### config.mk
export PLATFORM = sky130hd
export DESIGN_NAME = servo_shutter_positioner
export DESIGN_NICKNAME = d
export VERILOG_FILES = /design/src/rtl/core/ssp_pkg.sv /design/src/rtl/core/servo_shutter_positioner.sv /design/src/rtl/core/ssp_ctrl.sv /design/src/rtl/core/ssp_scale.sv
export SDC_FILE = /design/constraint.sdc
export NUM_CORES = 1
export LEC_CHECK = 0
export BUFFER_PORTS_ARGS = -buffer_cell sky130_fd_sc_hd__buf_2
export CORE_AREA = 2 2 199 201
export DETAILED_ROUTE_END_ITERATION = 12
export DIE_AREA = 0 0 201 203
export SYNTH_ARGS = -nofsm -noshare
export SYNTH_HDL_FRONTEND = slang
export SYNTH_SLANG_ARGS = --single-unit
export TNS_END_PERCENT = 5
### constraint.sdc
create_clock -name clk_i -period 5.18 [get_ports clk_i]
set_input_delay 0.259 -clock clk_i [delete_from_list [all_inputs] [get_ports clk_i]]
set_output_delay 0.259 -clock clk_i [all_outputs]
set_load 0.005 [all_outputs]
### src/rtl/core/ssp_pkg.sv
// Shared types and constants for the servo shutter positioner.
package ssp_pkg;

  localparam logic [1:0] KindTick  = 2'd0;
  localparam logic [1:0] KindOpen  = 2'd1;
  localparam logic [1:0] KindClose = 2'd2;

  localparam logic [7:0] RegStep   = 8'd0;
  localparam logic [7:0] RegSettle = 8'd1;
  localparam logic [7:0] RegRetry  = 8'd2;
  localparam logic [7:0] RegPeriod = 8'd3;

  localparam logic [7:0]  StepReset    = 8'd1;
  localparam logic [15:0] SettleReset  = 16'd1000;
  localparam logic [15:0] RetryReset   = 16'd100;
  localparam logic [15:0] PeriodReset  = 16'd20310;
  localparam logic [7:0]  OpenReset    = 8'd205;
  localparam logic [7:0]  CloseReset   = 8'd105;
  localparam logic [15:0] CompareReset = 16'd558;

  localparam logic [7:0] AngleLimit  = 8'd170;
  localparam logic [7:0] CloseOffset = 8'd50;

  // x / 2000 = (x >> 4) / 125; 125 done as multiply by ceil(2^27/125), exact below 2^20
  localparam int unsigned DivShift = 27;
  localparam logic [20:0] DivRecip = 21'd1073742;

  typedef struct packed {
    logic        upd;
    logic [7:0]  base;
    logic [15:0] period;
    logic        busy;
    logic        done;
    logic        closing;
  } item_t;

endpackage

### src/rtl/core/servo_shutter_positioner.sv
// Servo shutter positioner top level: config registers, sequencer and compare scaling.
//
// Input stream: s_axis_tuser carries the item kind (tick, open, close), s_axis_tdata
// the two active-low sensor levels. Every accepted transaction gives exactly one
// result transaction on m_axis: compare value, busy, done and closing flags.
// An item passes the input register, the sequencing stage, the period*base multiply
// stage and the reciprocal divide stage feeding the result register; one item per cycle
// is sustained while the receiver keeps m_axis_tready high.
// Each stage loads when it is empty or the next one loads, so input keeps being
// accepted while a result waits until all stages are full; with the receiver
// stalled, s_axis_tready drops after four items are held.
// Config writes (cfg_valid_i/cfg_ready_o) are taken every cycle; indexes 0..3 select
// correction step, settle ticks, retry ticks and PWM period, others are ignored.
// Reset clears all stages, loads the default registers, open angle 205, close
// angle 105, idle phase and a compare value of 558.
module servo_shutter_positioner import ssp_pkg::*; (
  input  logic        clk_i,
  input  logic        rst_ni,
  input  logic        s_axis_tvalid,
  output logic        s_axis_tready,
  input  logic [7:0]  s_axis_tdata,  // [0] sensor_one_level, [1] sensor_two_level
  input  logic [1:0]  s_axis_tuser,  // [1:0] kind
  output logic        m_axis_tvalid,
  input  logic        m_axis_tready,
  output logic [23:0] m_axis_tdata,  // [15:0] compare_value, [16] busy_res,
                                     // [17] done_res, [18] closing
  input  logic        cfg_valid_i,
  output logic        cfg_ready_o,
  input  logic [7:0]  cfg_index_i,
  input  logic [15:0] cfg_data_i
);

  logic [7:0]  step_q;
  logic [15:0] settle_q, retry_q, period_q;
  logic        mid_valid, mid_ready, busy, done, closing;
  item_t       mid_item;
  logic [15:0] compare;

  assign cfg_ready_o = 1'b1;

  always_ff @(posedge clk_i or negedge rst_ni) begin
    if (!rst_ni) begin
      step_q   <= StepReset;
      settle_q <= SettleReset;
      retry_q  <= RetryReset;
      period_q <= PeriodReset;
    end else if (cfg_valid_i && cfg_ready_o) begin
      unique case (cfg_index_i)
        RegStep:   step_q   <= cfg_data_i[7:0];
        RegSettle: settle_q <= cfg_data_i;
        RegRetry:  retry_q  <= cfg_data_i;
        RegPeriod: period_q <= cfg_data_i;
        default:   ;
      endcase
    end
  end

  ssp_ctrl u_ctrl (
    .clk_i,
    .rst_ni,
    .in_valid_i  (s_axis_tvalid),
    .in_ready_o  (s_axis_tready),
    .kind_i      (s_axis_tuser),
    .sens1_i     (s_axis_tdata[0]),
    .sens2_i     (s_axis_tdata[1]),
    .step_i      (step_q),
    .settle_i    (settle_q),
    .retry_i     (retry_q),
    .period_i    (period_q),
    .out_valid_o (mid_valid),
    .out_ready_i (mid_ready),
    .out_item_o  (mid_item)
  );

  ssp_scale u_scale (
    .clk_i,
    .rst_ni,
    .in_valid_i  (mid_valid),
    .in_ready_o  (mid_ready),
    .item_i      (mid_item),
    .out_valid_o (m_axis_tvalid),
    .out_ready_i (m_axis_tready),
    .compare_o   (compare),
    .busy_o      (busy),
    .done_o      (done),
    .closing_o   (closing)
  );

  assign m_axis_tdata = {5'b00000, closing, done, busy, compare};

endmodule

### src/rtl/core/ssp_ctrl.sv
// Input register and shutter sequencing state update.
module ssp_ctrl import ssp_pkg::*; (
  input  logic        clk_i,
  input  logic        rst_ni,
  input  logic        in_valid_i,
  output logic        in_ready_o,
  input  logic [1:0]  kind_i,
  input  logic        sens1_i,
  input  logic        sens2_i,
  input  logic [7:0]  step_i,
  input  logic [15:0] settle_i,
  input  logic [15:0] retry_i,
  input  logic [15:0] period_i,
  output logic        out_valid_o,
  input  logic        out_ready_i,
  output item_t       out_item_o
);

  typedef enum logic [1:0] {PhIdle, PhSettle, PhRetry} phase_e;

  logic        v1_q, v2_q;
  logic [1:0]  kind1_q;
  logic        sens1_q, sens2_q;
  item_t       item2_q, item_d;

  logic [7:0]  open_q, open_d, close_q, close_d;
  logic [15:0] wait_q, wait_d;
  phase_e      phase_q, phase_d;
  logic        dir_q, dir_d;

  logic        ld2, is_cmd, is_tick, active, check, down, up, ok, apply, done;
  logic [7:0]  cur, clamped;
  logic signed [9:0] adj, sum;

  assign ld2        = v1_q && (!v2_q || out_ready_i);
  assign in_ready_o = !v1_q || ld2;

  assign is_cmd  = (kind1_q == KindOpen) || (kind1_q == KindClose);
  assign is_tick = (kind1_q == KindTick);
  assign active  = (phase_q == PhSettle) || (phase_q == PhRetry);
  assign check   = is_tick && active && (wait_q <= 16'd1);

  always_comb begin
    dir_d = is_cmd ? (kind1_q == KindClose) : dir_q;
    cur   = dir_d ? close_q : open_q;
    if (dir_q) begin
      down = sens2_q;
      up   = !sens2_q && sens1_q;
    end else begin
      down = !sens1_q;
      up   = 1'b0;
    end
    ok = !down && !up;
    if (is_cmd) adj = 10'sd0;
    else if (down) adj = -$signed({2'b00, step_i});
    else if (up) adj = $signed({2'b00, step_i});
    else adj = 10'sd0;
    sum = $signed({2'b00, cur}) + adj;
    if (sum < 10'sd0) clamped = 8'd0;
    else if (sum > $signed({2'b00, AngleLimit})) clamped = AngleLimit;
    else clamped = sum[7:0];

    open_d  = open_q;
    close_d = close_q;
    wait_d  = wait_q;
    phase_d = phase_q;
    apply   = 1'b0;
    done    = 1'b0;
    if (is_cmd) begin
      apply   = 1'b1;
      wait_d  = settle_i;
      phase_d = PhSettle;
    end else if (is_tick && active) begin
      if (!check) begin
        wait_d = wait_q - 16'd1;
      end else if (ok) begin
        wait_d  = 16'd0;
        done    = 1'b1;
        phase_d = PhIdle;
      end else begin
        apply   = 1'b1;
        wait_d  = retry_i;
        phase_d = PhRetry;
      end
    end
    if (apply) begin
      if (dir_d) close_d = clamped;
      else open_d = clamped;
    end

    item_d.upd     = apply;
    item_d.base    = dir_d ? clamped + CloseOffset : clamped;
    item_d.period  = period_i;
    item_d.busy    = (phase_d == PhSettle) || (phase_d == PhRetry);
    item_d.done    = done;
    item_d.closing = dir_d;
  end

  always_ff @(posedge clk_i or negedge rst_ni) begin
    if (!rst_ni) begin
      v1_q    <= 1'b0;
      v2_q    <= 1'b0;
      open_q  <= OpenReset;
      close_q <= CloseReset;
      wait_q  <= 16'd0;
      phase_q <= PhIdle;
      dir_q   <= 1'b0;
      item2_q <= '0;
    end else begin
      if (in_valid_i && in_ready_o) begin
        v1_q <= 1'b1;
      end else if (ld2) begin
        v1_q <= 1'b0;
      end
      if (ld2) begin
        v2_q    <= 1'b1;
        open_q  <= open_d;
        close_q <= close_d;
        wait_q  <= wait_d;
        phase_q <= phase_d;
        dir_q   <= dir_d;
        item2_q <= item_d;
      end else if (out_ready_i) begin
        v2_q <= 1'b0;
      end
    end
  end

  always_ff @(posedge clk_i) begin
    if (in_valid_i && in_ready_o) begin
      kind1_q <= kind_i;
      sens1_q <= sens1_i;
      sens2_q <= sens2_i;
    end
  end

  assign out_valid_o = v2_q;
  assign out_item_o  = item2_q;

`ifndef SYNTHESIS
  a_tick_keeps_dir: assert property (@(posedge clk_i) disable iff (!rst_ni)
    (ld2 && is_tick) |=> $stable(dir_q)) else $error("tick changed direction");
  a_done_goes_idle: assert property (@(posedge clk_i) disable iff (!rst_ni)
    (ld2 && item_d.done) |=> (phase_q == PhIdle)) else $error("done without idle");
  a_angles_hold: assert property (@(posedge clk_i) disable iff (!rst_ni)
    (ld2 && !item_d.upd) |=> ($stable(open_q) && $stable(close_q)))
    else $error("angle moved without apply");
`endif

endmodule

### src/rtl/core/ssp_scale.sv
// Compare value scaling: period * base / 2000, and the output register.
module ssp_scale import ssp_pkg::*; (
  input  logic        clk_i,
  input  logic        rst_ni,
  input  logic        in_valid_i,
  output logic        in_ready_o,
  input  item_t       item_i,
  output logic        out_valid_o,
  input  logic        out_ready_i,
  output logic [15:0] compare_o,
  output logic        busy_o,
  output logic        done_o,
  output logic        closing_o
);

  logic        v3_q, v4_q, ld3, ld4;
  logic        upd3_q, busy3_q, done3_q, close3_q;
  logic        busy4_q, done4_q, close4_q;
  logic [23:0] prod3_q;
  logic [19:0] div_in;
  logic [40:0] recip_prod;
  logic [15:0] quot, cmp_q;

  assign ld4        = v3_q && (!v4_q || out_ready_i);
  assign in_ready_o = !v3_q || ld4;
  assign ld3        = in_valid_i && in_ready_o;

  assign div_in     = prod3_q[23:4];
  assign recip_prod = 41'(div_in) * 41'(DivRecip);
  assign quot       = 16'(recip_prod[40:DivShift]);

  always_ff @(posedge clk_i or negedge rst_ni) begin
    if (!rst_ni) begin
      v3_q  <= 1'b0;
      v4_q  <= 1'b0;
      cmp_q <= CompareReset;
    end else begin
      if (ld3) begin
        v3_q <= 1'b1;
      end else if (ld4) begin
        v3_q <= 1'b0;
      end
      if (ld4) begin
        v4_q <= 1'b1;
        if (upd3_q) cmp_q <= quot;
      end else if (out_ready_i) begin
        v4_q <= 1'b0;
      end
    end
  end

  always_ff @(posedge clk_i) begin
    if (ld3) begin
      prod3_q  <= 24'(item_i.period) * 24'(item_i.base);
      upd3_q   <= item_i.upd;
      busy3_q  <= item_i.busy;
      done3_q  <= item_i.done;
      close3_q <= item_i.closing;
    end
    if (ld4) begin
      busy4_q  <= busy3_q;
      done4_q  <= done3_q;
      close4_q <= close3_q;
    end
  end

  assign out_valid_o = v4_q;
  assign compare_o   = cmp_q;
  assign busy_o      = busy4_q;
  assign done_o      = done4_q;
  assign closing_o   = close4_q;

`ifndef SYNTHESIS
  a_held_result: assert property (@(posedge clk_i) disable iff (!rst_ni)
    (v4_q && !out_ready_i) |=> (v4_q && $stable(cmp_q))) else $error("held result changed");
  a_no_update: assert property (@(posedge clk_i) disable iff (!rst_ni)
    (ld4 && !upd3_q) |=> $stable(cmp_q)) else $error("compare changed without apply");
  a_stage_hold: assert property (@(posedge clk_i) disable iff (!rst_ni)
    (v3_q && !ld4) |=> (v3_q && $stable(prod3_q))) else $error("product stage lost");
`endif

endmodule

==> results.ini, run 1 <==
[setup_path]
critical_path.max_fanout = 3
end_kind = flip-flop
critPathKind = reg -> reg
slowest_delay_ps = 510
required_ps = 5510
cpMostUsedCell = fa_1
setup.worst_path.start_class = flip-flop
path_cells = ha_1 -> ha_2 -> inv_2 -> fa_2 -> fa_1 -> inv_1 -> fa_1 -> fa_1 -> inv_2 -> fa_1 -> inv_2 -> ha_4 -> and4_4 -> nand4_1 -> or3_4 -> o32a_1 -> o2111ai_4 -> a21oi_2 -> xnor2_1 -> mux2_2
critPathSlowestCell = fa_1
crit_arrival_ps = 5820

[route]
drt_iter0_markers = 560
vias = 12100
drc = 0
wl_um = 37200
wl_per_cell_um = 15.7
dr.pass1.iters = 5
drt-vias-per-instance = 5.09
ant_nets = 0

[synth]
synth_edf_count = 31
synthMuxAreaShare_pct = 5.10
synth_xor_area_share_pct = 2.60
syn_inst = 1708
synth_seq_cells = 167
ys_seq_area_share_pct = 26.0
yosys_warnings = 0
syn_area_um2 = 16800
yosys.area_share.simple_pct = 12.8
postSynth.asyncResetShare_pct = 81.4
syn_avg_cell_area_um2 = 9.86
synth_top_family_by_area = adder cells
synth_compound_area_share_pct = 8.98
synthAdderAreaFrac_pct = 36.9
synth_cell_type_count = 76
synth_ff_type = dfrtp_1

[floorplanning]
dieArea_um2 = 40800
core_um2 = 38500
start_util_pct = 43.8
die_w_um = 201
rows = 72
fp.dieH_um = 203
io_pins = 66

[global_routing]
grt-ovfl-total = 0
antenna_found_initial = 1
grt_usage_pct = 19.1
grt_pass1_wl_um = 62700
grt_pass1_vias = 12600
grt_max_degree = 80

[timing]
relSlewSlack_pct = 17.9
worst_pin_slew_ps = 1230
whs_ps = 68.0
rsz0062_at_grt = yes
finalHoldViolCount = 0
setup_slack_ps = -311
period_share_pct = 106
finClkSkew_ps = 14.6
fmax_mhz = 182
final_max_slew_viol_count = 0
setup_viol = 11
fin_crit_ps = 5490

[cts]
cts_tree = built
cts_sinks = 167
root_buffer = clkbuf_16
clock_path_buffers = 2
h-tree-depth = 4
path_clk_slew_ps = 70
insertion_delay_ps = 450
cts_buffers = 17

[place]
port_buffers = 51
place.gp.congestion = 0.872
placed_cell_area_um2 = 18300
dp_hpwl_um = 30000
place_ws_ps = -440

[layout]
nNetsFinal = 2272
syn_to_final_growth_pct = 13.9
multi_input_area_um2 = 11500
drive_above_1_share_pct = 19.7
seqCellArea_um2 = 4380
nFillCells = 3617
utilization_pct = 49.9
stdcell_area_um2 = 19200

[outcome]
violations = setup timing
run_status = complete, but fails checks

[job]
maxCapViolations = 0

[min_path]
hp-class = in -> reg

## critical path: cells and delay by family, from the launching register on
kind                     cells  cell delay [ps]
adder cells (fa/ha/maj)      8             3100
AND/OR/NAND/NOR              3              740
flip-flops                   1              450
AO/OA/AOI/OAI                3              530
buffers and inverters        4              190
multiplexers                 1              250
XOR/XNOR                     1              130
## flip-flops by register name, indices dropped and copies added (netlist names), 2 cells and up
register	flops
u_ctrl.phase_q	2
u_ctrl.wait_q	16
u_ctrl.out_item_o	28
u_scale.prod3_q	20
step_q	8
u_ctrl.kind1_q	2
period_q	16
u_ctrl.close_q	8
u_ctrl.open_q	8
settle_q	16
u_scale.compare_o	14
retry_q	16
## layout make-up
type	count	area share [%]
Sequential cell	167	22.8
Inverter	271	5.30
Clock buffer	19	2.26
Clock inverter	13	0.489
Multi-Input combinational cell	1217	59.8
Timing Repair Buffer	165	5.92
Antenna cell	1	0.0130
Tap cell	518	3.38
## stage by stage
| step | TNS, ps | std cells |
|---|---|---|
| floorplan | -229 | 1714 |
| global placement | -1500 | 2322 |
| detailed placement | -3070 | 2322 |
| CTS | -2520 | 2370 |
| global route | -4620 | 2370 |
| finish | -1630 | 2371 |
## final timing paths
check / start / end / slack [ps] / cells past startpoint
max in group asynchronous: rst_ni / settle_q[0]$_DFFE_PN0P_ / 3450 / 3
hold / removal: cfg_data_i[8] / retry_q[8]$_DFFE_PN0P_ / 70 / 2
hold reg to reg: u_scale.busy3_q$_DFFE_PP_ / u_scale.busy_o$_DFFE_PP_ / 420 / 0
setup / recovery: u_scale.prod3_q[8]$_DFFE_PP_ / u_scale.compare_o[11]$_DFFE_PN0P_ / -310 / 20
min in group asynchronous: rst_ni / u_ctrl.open_q[1]$_DFFE_PN0P_ / 390 / 2
setup reg to reg: u_scale.prod3_q[8]$_DFFE_PP_ / u_scale.compare_o[11]$_DFFE_PN0P_ / -310 / 20
## per-layer routing
metal	wire length (µm)	share of wire, %	global-route usage [%]
met1	16800	45	24.5
met2	19000	51	33.9
met3	755	2.0	2.31
met4	629	1.7	5.48
met5	0	0	0
## Yosys cell counts, types with 3 or more instances
cell	instances	area share, %
nand4_1	7	0.26
a311oi_1	3	0.16
or3_1	7	0.26
o21bai_1	7	0.31
mux2_2	71	4.7
edfxtp_1	31	5.5
dfrtp_1	103	15
o31ai_1	6	0.27
o41ai_1	3	0.16
clkbuf_1	40	0.89
buf_2	3	0.089
nor2b_1	11	0.41
mux2i_1	6	0.36
ha_1	224	17
o22ai_1	3	0.11
or2_2	5	0.19
dfstp_2	33	5.1
fa_1	170	20
and2_1	66	2.5
a21oi_1	67	2.0
o211ai_1	3	0.13
buf_4	11	0.49
a211oi_1	15	0.67
inv_1	271	6.0
nor3b_1	3	0.13
xnor2_1	38	2.0
nor2_1	53	1.2
a31oi_1	5	0.19
a221oi_1	5	0.26
and3_1	7	0.26
nor3_1	22	0.65
a21o_1	13	0.58
xor2_1	12	0.62
nand2_1	214	4.8
o21ai_0	65	1.9
nand3_1	20	0.59
o21a_1	16	0.71
nand2b_1	18	0.67
## layout by cell type, fill, tap and decap left out, types with 11 or more instances in the layout
cell type | netlist | routed
a211oi_1 | 15 | 13
a21o_1 | 13 | 13
a21oi_1 | 67 | 64
and2_1 | 66 | 66
buf_2 | 3 | 50
buf_4 | 11 | 107
clkbuf_16 | 0 | 17
dfrtp_1 | 103 | 98
dfstp_2 | 33 | 33
edfxtp_1 | 31 | 31
fa_1 | 170 | 164
ha_1 | 224 | 212
inv_1 | 271 | 261
mux2_2 | 71 | 71
nand2_1 | 214 | 214
nand2b_1 | 18 | 17
nand3_1 | 20 | 20
nor2_1 | 53 | 53
nor2b_1 | 11 | 11
nor3_1 | 22 | 22
o21a_1 | 16 | 16
o21ai_0 | 65 | 56
xnor2_1 | 38 | 38
xor2_1 | 12 | 12
## cell families (layout without fill, tap and decap cells)
kind of cell               count (synthesis)  after routing
and+or+nand+nor                          449            449
buffers and inverters                    330            468
adders and majority gates                394            394
other                                      2              9
muxes                                     77             77
AOI/OAI and AO/OA                        239            239
xor gates and xnor gates                  50             50
DFF                                      167            167
## repair_timing
| action | CTS | global route |
|---|---|---|
| endpoints found under the hold margin | 61 | 0 |
| setup buffers | 10 | 0 |
| gates resized for setup | 20 | 27 |
| hold buffers | 6 | 0 |
| pin swaps | 26 | 11 |
| setup endpoints to repair | 14 | 19 |
Power of run 1 is not shown: default switching activity piles up to over one toggle a cycle in this logic, so the estimate is an artifact.
==> run 2, diff against run 1 <==
Settings changed: CORE_AREA 2 2 199 201 to 5 5 202 204, DIE_AREA 0 0 201 203 to 0 0 207 209.
==> run 2 against run 1 <==
Against the previous run: the run still ends with setup timing left; utilization shrank 0.77 points; worst hold slack gained 5.9 ps; clock skew shrank 4.3 ps.
==> results.ini, run 2 (same netlist as run 1, synthesis figures left out) <==
[outcome]
run_status = complete, but fails checks
violations = setup timing

[setup_path]
cpMostUsedCell = inv_2
reg2reg_to = u_scale.compare_o[11]$_DFFE_PN0P_
crit_arrival_ps = 5810  ; about the same
end_kind = flip-flop
setup.worst_path.start_class = flip-flop
slowest_delay_ps = 560  ; +50 ps
critPathSlowestCell = fa_1
critical_path.max_fanout = 3  ; unchanged
critPathKind = reg -> reg
r2r_cells = 20  ; unchanged
required_ps = 5520  ; about the same
r2r-start = u_scale.prod3_q[6]$_DFFE_PP_
path_cells = ha_1 -> ha_2 -> inv_2 -> fa_2 -> inv_2 -> fa_1 -> fa_1 -> inv_2 -> fa_2 -> inv_2 -> fa_1 -> ha_4 -> and4_4 -> nand4_1 -> or3_4 -> o32a_1 -> o2111ai_2 -> a21oi_2 -> xnor2_1 -> mux2_2
r2r_slack_ps = -290  ; +20 ps

[place]
dp_hpwl_um = 30000  ; +0.11%
place.gp.congestion = 0.884  ; +1.3%
place_inst = 2334  ; +0.52%
port_buffers = 51  ; unchanged

[min_path]
hold_depth = 2  ; unchanged
hp-class = in -> reg
worstHoldEndpoint = period_q[9]$_DFFE_PN1P_
hp-start = cfg_data_i[9]

[global_routing]
grt_usage_pct = 17.6  ; -1.5 points
grt_pass1_vias = 12800  ; +1.4%
grt-ovfl-total = 0  ; unchanged
grt_pass1_wl_um = 63100  ; +0.57%
grt_max_degree = 94  ; +18%
antenna_found_initial = 0  ; -1

[layout]
stdcell_count = 2380  ; +0.38%
final_cell_mix = inv_1, ha_1, nand2_1
drive_above_1_share_pct = 19.6  ; -0.021 points
nFillCells = 3655  ; +1.1%
layout_commonest_cell = inv_1
syn_to_final_growth_pct = 14.0  ; about the same
nNetsFinal = 2274  ; +0.088%
largest_reg_flops = 28  ; unchanged

[timing]
worst_pin_slew_ps = 1120  ; -107 ps
period_share_pct = 106  ; -0.39 points
setup_viol = 8  ; -3
rsz0062_at_grt = yes
finalHoldViolCount = 0  ; unchanged
fmax_mhz = 183  ; +0.37%
setup_slack_ps = -291  ; +20.1 ps
finClkSkew_ps = 10.3  ; -4.26 ps
fin_crit_ps = 5470  ; -20.1 ps
final_max_slew_viol_count = 0  ; unchanged
relSlewSlack_pct = 24.7  ; +6.8 points
whs_ps = 73.9  ; +5.88 ps

[job]
maxCapViolations = 0  ; unchanged

[route]
dr.pass1.iters = 6  ; +1
wl_um = 36800  ; -1.1%
drt-vias-per-instance = 5.07  ; -0.44%
drc = 0  ; unchanged
ant_nets = 0  ; unchanged
wl_per_cell_um = 15.5  ; -1.4%
drt_iter0_markers = 458  ; -18%
vias = 12100  ; -0.066%

[cts]
cts_tree = built
h-tree-depth = 4  ; unchanged
cts_buffers = 17  ; unchanged
insertion_delay_ps = 450  ; about the same
clock_path_buffers = 2  ; unchanged
cts_sinks = 167  ; unchanged
path_clk_slew_ps = 70  ; about the same
root_buffer = clkbuf_16

[floorplanning]
fp.dieH_um = 209  ; +3.0%
rows = 73  ; +1.4%
core_um2 = 39100  ; +1.6%
io_pins = 66  ; unchanged
die_w_um = 207  ; +3.0%
dieArea_um2 = 43300  ; +6.0%
start_util_pct = 43.1  ; -0.70 points

[run 2: cell type report]
class / instances / area (µm²) / area share (%)
Multi-Input combinational cell: 1217 / 11400 / 59.5
Sequential cell: 167 / 4380 / 22.8
Timing Repair Buffer: 167 / 1150 / 5.98
Inverter: 271 / 1020 / 5.30
Tap cell: 525 / 657 / 3.42
Clock buffer: 18 / 439 / 2.29
Clock inverter: 14 / 140 / 0.730
Antenna cell: 1 / 2.50 / 0.0130
[run 2: critical path: cells and delay by family, from the launching register on]
kind | cells | cell delay, ps
compound gates | 3 | 530
mux | 1 | 250
flops | 1 | 430
xor+xnor | 1 | 130
buf+inv | 4 | 180
fa+ha+maj | 8 | 3110
simple gates | 3 | 740
[run 2: through the flow]
stage	setup TNS, ps	cell area, µm²	setup WS (ps)	util (%)
after global placement	-1500	18400	-260	46.9
after floorplan	-229	16900	-89.8	-
after detailed placement	-2800	18400	-383	46.9
after global routing	-4050	19200	-463	49.1
after CTS	-2290	19100	-322	48.8
final	-1410	19200	-291	49.1
[run 2: worst max-delay path by stage]
stage	from	end	slack, ps	depth (start not counted)
after floorplan	u_scale.prod3_q[6]$_DFFE_PP_	u_scale.compare_o[11]$_DFFE_PN0P_	-90	20
after global placement	u_scale.prod3_q[8]$_DFFE_PP_	u_scale.compare_o[7]$_DFFE_PN0P_	-260	20
after detailed placement	u_scale.prod3_q[13]$_DFFE_PP_	u_scale.compare_o[8]$_DFFE_PN0P_	-380	18
after CTS	u_scale.prod3_q[6]$_DFFE_PP_	u_scale.compare_o[11]$_DFFE_PN0P_	-320	20
after global routing	u_scale.prod3_q[6]$_DFFE_PP_	u_scale.compare_o[11]$_DFFE_PN0P_	-460	20
final	u_scale.prod3_q[6]$_DFFE_PP_	u_scale.compare_o[11]$_DFFE_PN0P_	-290	20
[run 2: routing by layer]
layer  vias to the layer above  part of all wire [%]  wire length (µm)  GRT usage, %
met3                        38                   2.5               919          2.57
met2                       154                    51             18800          31.1
met4                         0                   1.8               673          5.02
met5                         -                     0                 0             0
li1                       5878                     -                 -             -
met1                      5994                    45             16400          22.5
[run 2: repair_timing]
item / in CTS / in global routing
pin swaps: 8 / 7
endpoints found under the setup margin: 14 / 18
gates resized for setup: 14 / 28
hold buffers: 6 / 0
hold endpoints to repair: 71 / 0
setup buffers: 4 / 3
Power of run 2 is left out for the same reason.
